## src/hdl/cda_pkg.sv

```systemverilog
// Shared types, constants and calendar functions of the date counter.
package cda_pkg;

  localparam int unsigned MonthW = 4;
  localparam int unsigned DayW   = 5;
  localparam int unsigned DoyW   = 9;
  localparam int unsigned RemW   = 5;
  localparam int unsigned FoldW  = 13;

  localparam logic [MonthW-1:0] MonthJan = 4'd1;
  localparam logic [MonthW-1:0] MonthFeb = 4'd2;
  localparam logic [MonthW-1:0] MonthDec = 4'd12;
  localparam logic [DayW-1:0]   DayFirst = 5'd1;
  localparam logic [RemW-1:0]   Rem24    = 5'd24;
  // a multiple of 25 that keeps the first fold of the year positive
  localparam logic [FoldW-1:0]  FoldBias = 13'd2050;
  localparam logic [DoyW-1:0]   YearLen     = 9'd365;
  localparam logic [DoyW-1:0]   LeapYearLen = 9'd366;

  // Commands from the controller to the datapath.
  typedef struct packed {
    logic load;      // take a new date, start the year remainder
    logic adv_start; // take the day count of an advance
    logic mod_step;  // one step of year mod 25
    logic clamp;     // fit the loaded day into its month
    logic adv_step;  // one month of advance
    logic capture;   // latch the result word
  } cda_cmd_t;

  // Status from the datapath to the controller.
  typedef struct packed {
    logic mod_last;  // last remainder step in this cycle
    logic adv_last;  // remaining days fit in the current month
  } cda_sts_t;

  // Leap year from the year's remainder modulo 25 and its low four bits:
  // a century year is leap only when it is also a multiple of 16.
  function automatic logic leap_of_rem(input logic [RemW-1:0] rem,
                                       input logic [3:0] y_lo);
    return (y_lo[1:0] == 2'd0) && ((rem != '0) || (y_lo == 4'd0));
  endfunction

  // Remainder modulo 25 of a byte by compare and subtract.
  function automatic logic [RemW-1:0] mod25_byte(input logic [7:0] v);
    logic [7:0] r;
    r = v;
    if (r >= 8'd200) r = r - 8'd200;
    if (r >= 8'd100) r = r - 8'd100;
    if (r >= 8'd50)  r = r - 8'd50;
    if (r >= 8'd25)  r = r - 8'd25;
    return r[RemW-1:0];
  endfunction

  function automatic logic [DayW-1:0] month_len(input logic [MonthW-1:0] m,
                                                input logic leap);
    logic [DayW-1:0] len;
    case (m) inside
      4'd4, 4'd6, 4'd9, 4'd11: len = 5'd30;
      MonthFeb:                len = leap ? 5'd29 : 5'd28;
      default:                 len = 5'd31;
    endcase
    return len;
  endfunction

  // Days in the months before m in a common year.
  function automatic logic [DoyW-1:0] days_before(input logic [MonthW-1:0] m);
    logic [DoyW-1:0] d;
    case (m)
      4'd2:    d = 9'd31;
      4'd3:    d = 9'd59;
      4'd4:    d = 9'd90;
      4'd5:    d = 9'd120;
      4'd6:    d = 9'd151;
      4'd7:    d = 9'd181;
      4'd8:    d = 9'd212;
      4'd9:    d = 9'd243;
      4'd10:   d = 9'd273;
      4'd11:   d = 9'd304;
      4'd12:   d = 9'd334;
      default: d = 9'd0;
    endcase
    return d;
  endfunction

endpackage

```

## src/hdl/cda_datapath.sv

```systemverilog
// Datapath of the date counter: date registers, year remainder unit, result word.
module cda_datapath
  import cda_pkg::*;
#(
  parameter int unsigned YEAR_BITS    = 16,
  parameter int unsigned ADVANCE_BITS = 16
) (
  input  logic                         clk_i,
  input  logic                         rst_ni,
  input  cda_cmd_t                     cmd_i,
  output cda_sts_t                     sts_o,
  input  logic [MonthW-1:0]            load_month_i,
  input  logic [DayW-1:0]              load_day_i,
  input  logic [YEAR_BITS-1:0]         load_year_i,
  input  logic [ADVANCE_BITS-1:0]      advance_days_i,
  output logic [MonthW-1:0]            cur_month_o,
  output logic [DayW-1:0]              cur_day_o,
  output logic [YEAR_BITS-1:0]         cur_year_o,
  output logic                         leap_flag_o,
  output logic [DoyW-1:0]              day_of_year_o,
  output logic [DoyW-1:0]              days_left_o
);

  localparam int unsigned CntW = 2;
  localparam logic [CntW-1:0] CntStart = 2'd2;

  logic [MonthW-1:0]       month_q, month_d;
  logic [DayW-1:0]         day_q, day_d;
  logic [YEAR_BITS-1:0]    year_q, year_d;
  logic [RemW-1:0]         rem_q, rem_d;
  logic [FoldW-1:0]        fold_q, fold_d;
  logic [CntW-1:0]         cnt_q, cnt_d;
  logic [ADVANCE_BITS-1:0] n_q, n_d;

  logic                    leap;
  logic [DayW-1:0]         mlen;
  logic [DayW-1:0]         room;
  logic [ADVANCE_BITS-1:0] room_ext;
  logic [39:0]             year_ext;
  logic [FoldW-1:0]        fold_a;
  logic [10:0]             fold_t;
  logic [8:0]              fold_u;
  logic [MonthW-1:0]       ld_month;
  logic [DoyW-1:0]         doy;

  assign leap     = leap_of_rem(rem_q, year_q[3:0]);
  assign mlen     = month_len(month_q, leap);
  assign room     = mlen - day_q;
  assign room_ext = {{(ADVANCE_BITS-DayW){1'b0}}, room};

  // Year modulo 25: 1024 counts as -1, then 32 counts as 7.
  assign year_ext = {{(40-YEAR_BITS){1'b0}}, year_q};
  assign fold_a   = FoldBias + FoldW'(year_ext[9:0]) + FoldW'(year_ext[29:20]) -
                    FoldW'(year_ext[19:10]) - FoldW'(year_ext[39:30]);
  assign fold_t   = {1'b0, fold_q[9:0]} + 11'd25 - {8'b0, fold_q[12:10]};
  assign fold_u   = {fold_t[10:5], 3'b000} - {3'b000, fold_t[10:5]} +
                    {4'b0000, fold_t[4:0]};

  always_comb begin
    if (load_month_i == '0) begin
      ld_month = MonthJan;
    end else if (load_month_i > MonthDec) begin
      ld_month = MonthDec;
    end else begin
      ld_month = load_month_i;
    end
  end

  assign sts_o.mod_last = (cnt_q == '0);
  assign sts_o.adv_last = (n_q <= room_ext);

  always_comb begin
    month_d = month_q;
    day_d   = day_q;
    year_d  = year_q;
    rem_d   = rem_q;
    fold_d  = fold_q;
    cnt_d   = cnt_q;
    n_d     = n_q;
    if (cmd_i.load) begin
      month_d = ld_month;
      day_d   = (load_day_i == '0) ? DayFirst : load_day_i;
      year_d  = load_year_i;
      rem_d   = '0;
      cnt_d   = CntStart;
      n_d     = advance_days_i;
    end else if (cmd_i.adv_start) begin
      n_d     = advance_days_i;
    end else if (cmd_i.mod_step) begin
      // Fold the year, fold again, then reduce the byte that is left.
      case (cnt_q)
        2'd2:    fold_d = fold_a;
        2'd1:    fold_d = FoldW'(fold_u);
        default: rem_d  = mod25_byte(fold_q[7:0]);
      endcase
      cnt_d = cnt_q - 1'b1;
    end else if (cmd_i.clamp) begin
      if (day_q > mlen) begin
        day_d = mlen;
      end
    end else if (cmd_i.adv_step) begin
      if (n_q <= room_ext) begin
        day_d = day_q + n_q[DayW-1:0];
        n_d   = '0;
      end else begin
        n_d   = n_q - room_ext - 1'b1;
        day_d = DayFirst;
        if (month_q >= MonthDec) begin
          month_d = MonthJan;
          year_d  = year_q + 1'b1;
          // Wrap to year zero restarts the 25-year cycle.
          rem_d   = ((year_q == '1) || (rem_q == Rem24)) ? '0 : rem_q + 1'b1;
        end else begin
          month_d = month_q + 1'b1;
        end
      end
    end
  end

  // Held date resets to January 1 of year zero.
  always_ff @(posedge clk_i or negedge rst_ni) begin
    if (!rst_ni) begin
      month_q <= MonthJan;
      day_q   <= DayFirst;
      year_q  <= '0;
      rem_q   <= '0;
      cnt_q   <= '0;
    end else begin
      month_q <= month_d;
      day_q   <= day_d;
      year_q  <= year_d;
      rem_q   <= rem_d;
      cnt_q   <= cnt_d;
    end
  end

  always_ff @(posedge clk_i) begin
    fold_q <= fold_d;
    n_q    <= n_d;
  end

  assign doy = days_before(month_q) + DoyW'(day_q) +
               DoyW'(leap && (month_q > MonthFeb));

  always_ff @(posedge clk_i) begin
    if (cmd_i.capture) begin
      cur_month_o   <= month_q;
      cur_day_o     <= day_q;
      cur_year_o    <= year_q;
      leap_flag_o   <= leap;
      day_of_year_o <= doy;
      days_left_o   <= (leap ? LeapYearLen : YearLen) - doy;
    end
  end

endmodule

```

## src/hdl/cda_ctrl.sv

```systemverilog
// Controller of the date counter: sequences load, advance and result hand-off.
module cda_ctrl
  import cda_pkg::*;
(
  input  logic     clk_i,
  input  logic     rst_ni,
  input  logic     in_valid_i,
  output logic     in_ready_o,
  input  logic     in_advance_i,
  output logic     out_valid_o,
  input  logic     out_ready_i,
  output cda_cmd_t cmd_o,
  input  cda_sts_t sts_i
);

  typedef enum logic [2:0] {
    StIdle,
    StMod,
    StClamp,
    StAdv,
    StResult
  } state_e;

  state_e state_q;
  logic   accept;
  logic   slot_free;

  assign in_ready_o = (state_q == StIdle);
  assign accept     = in_valid_i && in_ready_o;
  assign slot_free  = !out_valid_o || out_ready_i;

  always_comb begin
    cmd_o           = '0;
    cmd_o.load      = accept && !in_advance_i;
    cmd_o.adv_start = accept && in_advance_i;
    cmd_o.mod_step  = (state_q == StMod);
    cmd_o.clamp     = (state_q == StClamp);
    cmd_o.adv_step  = (state_q == StAdv);
    cmd_o.capture   = (state_q == StResult) && slot_free;
  end

  always_ff @(posedge clk_i or negedge rst_ni) begin
    if (!rst_ni) begin
      state_q     <= StIdle;
      out_valid_o <= 1'b0;
    end else begin
      if (cmd_o.capture) begin
        out_valid_o <= 1'b1;
      end else if (out_ready_i) begin
        out_valid_o <= 1'b0;
      end
      case (state_q)
        StIdle: begin
          if (accept) begin
            state_q <= in_advance_i ? StAdv : StMod;
          end
        end
        StMod: begin
          if (sts_i.mod_last) begin
            state_q <= StClamp;
          end
        end
        StClamp: begin
          state_q <= StResult;
        end
        StAdv: begin
          if (sts_i.adv_last) begin
            state_q <= StResult;
          end
        end
        StResult: begin
          if (slot_free) begin
            state_q <= StIdle;
          end
        end
        default: begin
          state_q <= StIdle;
        end
      endcase
    end
  end

endmodule

```

## src/hdl/calendar_date_advance.sv

```systemverilog
// Top level of the Gregorian date counter: stream ports, controller and datapath.
//
// Holds a Gregorian date (month, day, year) and answers every request with one
// result: the date, a leap flag, the day of the year and the days left in the
// year. A request with tuser = 0 loads a date: a month of 0 becomes January and
// one above 12 December, a day of 0 becomes the 1st and one past the month end
// the last day of that month. After acceptance, three steps fold the year modulo
// 25 for the leap test, one fits the day into its month and one latches the
// result. A request with tuser = 1 advances the date by advance_days; the advance
// moves one calendar month per cycle, and one more step latches the result. The
// year wraps modulo 2^YEAR_BITS, and year 0 counts as a leap year. One request
// is worked on at a time; the result sits in an output register, and the next
// request is taken in the cycle after the previous result has been latched
// there. A stalled result does not block new requests, but the next result
// waits to be latched until it leaves.
module calendar_date_advance
  import cda_pkg::*;
#(
  parameter int unsigned YEAR_BITS    = 16,
  parameter int unsigned ADVANCE_BITS = 16
) (
  input  logic                clk_i,
  input  logic                rst_ni,
  input  logic                s_axis_tvalid_i,
  output logic                s_axis_tready_o,
  // load_month[3:0], load_day, load_year, advance_days, zero padding
  input  logic [((MonthW + DayW + YEAR_BITS + ADVANCE_BITS + 7) / 8) * 8 - 1:0] s_axis_tdata_i,
  // operation (0 load, 1 advance)
  input  logic [0:0]          s_axis_tuser_i,
  output logic                m_axis_tvalid_o,
  input  logic                m_axis_tready_i,
  // cur_month[3:0], cur_day, cur_year, leap_flag, day_of_year, days_left, padding
  output logic [((MonthW + DayW + YEAR_BITS + 1 + 2 * DoyW + 7) / 8) * 8 - 1:0] m_axis_tdata_o
);

  localparam int unsigned InBits  = MonthW + DayW + YEAR_BITS + ADVANCE_BITS;
  localparam int unsigned OutBits = MonthW + DayW + YEAR_BITS + 1 + 2 * DoyW;
  localparam int unsigned OutW    = ((OutBits + 7) / 8) * 8;

  cda_cmd_t cmd;
  cda_sts_t sts;

  logic [MonthW-1:0]       cur_month;
  logic [DayW-1:0]         cur_day;
  logic [YEAR_BITS-1:0]    cur_year;
  logic                    leap_flag;
  logic [DoyW-1:0]         day_of_year;
  logic [DoyW-1:0]         days_left;

  // Sequence each request: accept, iterate, latch the result.
  cda_ctrl u_ctrl (
    .clk_i        (clk_i),
    .rst_ni       (rst_ni),
    .in_valid_i   (s_axis_tvalid_i),
    .in_ready_o   (s_axis_tready_o),
    .in_advance_i (s_axis_tuser_i[0]),
    .out_valid_o  (m_axis_tvalid_o),
    .out_ready_i  (m_axis_tready_i),
    .cmd_o        (cmd),
    .sts_i        (sts)
  );

  // Hold the date and work out the result fields.
  cda_datapath #(
    .YEAR_BITS    (YEAR_BITS),
    .ADVANCE_BITS (ADVANCE_BITS)
  ) u_datapath (
    .clk_i          (clk_i),
    .rst_ni         (rst_ni),
    .cmd_i          (cmd),
    .sts_o          (sts),
    .load_month_i   (s_axis_tdata_i[MonthW-1:0]),
    .load_day_i     (s_axis_tdata_i[MonthW+DayW-1:MonthW]),
    .load_year_i    (s_axis_tdata_i[MonthW+DayW+YEAR_BITS-1:MonthW+DayW]),
    .advance_days_i (s_axis_tdata_i[InBits-1:MonthW+DayW+YEAR_BITS]),
    .cur_month_o    (cur_month),
    .cur_day_o      (cur_day),
    .cur_year_o     (cur_year),
    .leap_flag_o    (leap_flag),
    .day_of_year_o  (day_of_year),
    .days_left_o    (days_left)
  );

  // Pack the result fields, lowest field in the lowest bits.
  assign m_axis_tdata_o = OutW'({days_left, day_of_year, leap_flag, cur_year,
                                 cur_day, cur_month});

endmodule

```

## config.mk

```make
export PLATFORM = sky130hd
export DESIGN_NAME = calendar_date_advance
export DESIGN_NICKNAME = d
export VERILOG_FILES = /design/src/hdl/cda_pkg.sv /design/src/hdl/cda_datapath.sv /design/src/hdl/cda_ctrl.sv /design/src/hdl/calendar_date_advance.sv
export SDC_FILE = /design/constraint.sdc
export NUM_CORES = 1
export LEC_CHECK = 0
export ABC_AREA = 1
export BUFFER_PORTS_ARGS = -buffer_cell sky130_fd_sc_hd__buf_4
export CAP_MARGIN = 20
export CORE_MARGIN = 1
export CORE_UTILIZATION = 35
export DETAILED_ROUTE_END_ITERATION = 10
export PLACE_DENSITY = 0.58
export SETUP_SLACK_MARGIN = 0.02
export SLEW_MARGIN = 20
export SYNTH_ARGS = -nofsm -noshare
export SYNTH_HDL_FRONTEND = slang
export SYNTH_SLANG_ARGS = --single-unit
```

## constraint.sdc

```tcl
create_clock -name clk_i -period 6.6 [get_ports clk_i]
set_input_delay 0.33 -clock clk_i [delete_from_list [all_inputs] [get_ports clk_i]]
set_output_delay 0.33 -clock clk_i [all_outputs]
set_load 0.02 [all_outputs]
```

==> impl_metrics.py <==
metrics = {
    "run_status": {
        "outcome": "finished, final reports clean",
    },
    "grt": {
        "grt_pass1_wl_um": 31800,
        "gr-total-overflow": 0,
        "grt_pass1_vias": 6337,
        "grt_max_degree": 39,
        "grt_usage_pct": 16.6,
        "antenna_found_initial": 0,
    },
    "clock_network": {
        "clock_latency_ps": 370,
        "cts-resized-gates": 0,
        "clock-root-buffer": "clkbuf_16",
        "path_clk_slew_ps": 70,
        "cts_max_level": 3,
        "cts.sinks": 108,
        "cts_tree": "yes",
        "cts_buffers": 9,
        "clock_path_buffers": 2,
    },
    "route": {
        "first_iter_violations": 380,
        "vias": 6612,
        "drt_pre_antenna_iters": 4,
        "drc_errors": 0,
        "post_drt_via_cell_ratio": 4.74,
        "drt-total-wl_um": 19200,
        "wl_per_cell_um": 13.8,
        "final_antenna_net_count": 0,
    },
    "timing": {
        "hold_viol": 0,
        "slew_headroom_pct": 37.0,
        "fin_worst_skew_ps": 19.0,
        "setup_viol": 0,
        "report.final.slew_viol_count": 0,
        "rsz0062_at_grt": "no",
        "fin_crit_sh_pct": 77.4,
        "worstMarginPinSlew_ps": 943,
        "fin_tns_setup_ps": 0,
        "min_period_ps": 5110,
        "fmax_ghz": 0.196,
    },
    "layout": {
        "nets": 1225,
        "final_cell_mix": "175 x nand2_1, 154 x inv_1, 94 x buf_4, 85 x ha_1, 81 x nor2_1",
        "diodes": 0,
        "area.growth.synth_to_final_pct": 15.8,
        "fin_cells": 1394,
        "drive_above_1_share_pct": 14.8,
        "final_core_util_pct": 41.9,
        "final_common_cell": "nand2_1",
    },
    "logic_synthesis": {
        "synthCells": 984,
        "syn_avg_cell_area_um2": 8.42,
        "synth_seq_cells": 108,
        "ys_seq_area_share_pct": 37.0,
        "synth_cell_types": 52,
        "yosys_warnings": 0,
        "syn_area_mm2": 0.00829,
        "synth_edf_count": 72,
        "async_flop_share_pct": 33.3,
        "synth_ff_type": "edfxtp_1",
    },
    "critical_path": {
        "reg2reg_depth": 24,
        "path_max_fanout": 27,
        "end_kind": "register",
        "crit_path_start_kind": "register",
        "rr_endpoint": "u_datapath.rem_q[1]",
        "path_cells": "nor2_1 -> inv_1 -> nor2_1 -> inv_1 -> o211ai_1 -> ha_1 -> fa_1 -> nand3_1 -> xor2_1 -> ha_1 -> inv_1 -> nor3_1 -> nand2_1 -> nand3_1 -> nand2_1 -> nor2_1 -> a21oi_1 -> inv_2 -> o21ai_0 -> nor2_1 -> inv_1 -> a21oi_1 -> o21ai_1 -> nand2_1",
        "cp_top_family": "simple AND/OR/NAND/NOR gates",
        "r2r-start": "u_datapath.month_q[2]",
        "cp-startpoint": "u_datapath.month_q[2]",
        "critPathRequiredTime_ps": 6900,
        "critPathBufInv": 5,
        "worst-setup-path-type": "register to register",
        "cp.arrival_ps": 5400,
        "worst_path_largest_cell_delay_ps": 510,
        "rrSetupSlack_ps": 1490,
        "cp_num_cells": 24,
        "crit_path_top_delay_cell": "dfrtp_1",
        "endpoint": "u_datapath.rem_q[1]",
    },
    "run": {
        "cap_violations": 0,
    },
    "place": {
        "dp.cells": 1377,
        "gp_congestion": 0.841,
        "place_hpwl_um": 14900,
        "port_buffers": 91,
    },
    "floorplanning": {
        "die_x_um": 156,
        "start_util_pct": 36.2,
        "die_h_um": 156,
        "ioPinCount": 103,
        "die_area_mm2": 0.0243,
        "core_mm2": 0.0229,
        "rows": 55,
    },
    "min_path": {
        "hp-class": "input port to register",
        "holdCritStartpoint": "m_axis_tready_i",
    },
}
==> synth_stat cells (15+ instances only) <==
cell	instances	area [µm²]
a21oi_1	41	205
dfrtp_1	34	851
edfxtp_1	72	2160
ha_1	85	1060
inv_1	154	578
nand2_1	175	657
nand2_2	15	93.8
nand3_1	53	265
nor2_1	82	308
nor3_1	17	85.1
o21ai_0	63	315
xnor2_1	16	140
xor2_1	38	333
==> worst reg2reg max path, cell delays in order, from the launching register on <==
cell and delay [ps]:
dfrtp_1 510, nor2_1 250, inv_1 90, nor2_1 270, inv_1 140, o211ai_1 320, ha_1 260, fa_1 230
nand3_1 100, xor2_1 170, ha_1 310, inv_1 60, nor3_1 250, nand2_1 80, nand3_1 70, nand2_1 120
nor2_1 350, a21oi_1 170, inv_2 360, o21ai_0 370, nor2_1 220, inv_1 110, a21oi_1 130, o21ai_1 80
nand2_1 50
==> routing by layer <==
layer | GRT usage, % | part of all wire (%) | wire length, µm
met5 | 0 | 0 | 0
met4 | 5.09 | 1.3 | 257
met3 | 2.31 | 3.2 | 613
met2 | 26.3 | 45 | 8710
met1 | 23.4 | 50 | 9650
==> kinds of logic (layout without fill, tap and decap cells) <==
logic type      after synthesis  in the layout  share of synthesized area, %
mux                           2              2                         0.242
other cells                   1              4                        0.0452
flops                       108            108                          37.0
buf+inv                     177            271                          8.29
fa+ha+maj                    96             96                          15.5
simple gates                390            390                          22.3
compound gates              156            156                          11.0
xor+xnor                     54             54                          5.71
==> timing repair <==
item                                    CTS  global route
hold endpoints to repair                 34             0
buffers inserted                          0             0
hold buffers                              1             0
endpoints found under the setup margin    0             0
==> through the flow <==
step / area [µm²] / setup slack (ps) / hold WS (ps)
CTS: 9600 / 1470 / 145
detailed placement: 9320 / 1490 / 336
global placement: 9320 / 1620 / 336
floorplan: 8300 / 2080 / 34.4
global route: 9600 / 798 / 150
finish: 9600 / 1490 / 154
==> state kept, by name, summed over array words and instances (netlist names), 2 cells and up <==
signal and cells:
u_ctrl.state_q 3, u_datapath.cnt_q 2, u_datapath.cur_day_o 5, u_datapath.cur_month_o 4, u_datapath.cur_year_o 16, u_datapath.day_of_year_o 9, u_datapath.day_q 5, u_datapath.days_left_o 9
u_datapath.fold_q 12, u_datapath.month_q 4, u_datapath.n_q 16, u_datapath.rem_q 5, u_datapath.year_q 16
==> area by class of cell <==
class,instances,area (µm²)
tap,313,392
sequential,108,3070
fill,2341,13300
timing repair buffer,95,716
clock buffer,11,233
multi-input combinational,702,4550
inverter,160,601
clock inverter,5,36.3
==> how the worst min path moves through the flow <==
stage                     slack (ps)  cells past startpoint                   to
final                            150                      2   u_ctrl.out_valid_o
after global placement           340                      1  u_datapath.day_q[4]
after global routing             150                      2   u_ctrl.out_valid_o
after floorplan                   30                      0   u_ctrl.out_valid_o
after CTS                        140                      2   u_ctrl.out_valid_o
after detailed placement         340                      1  u_datapath.rem_q[2]
Power is not shown: default switching activity piles up to over one toggle a cycle in this logic, so the estimate is an artifact.
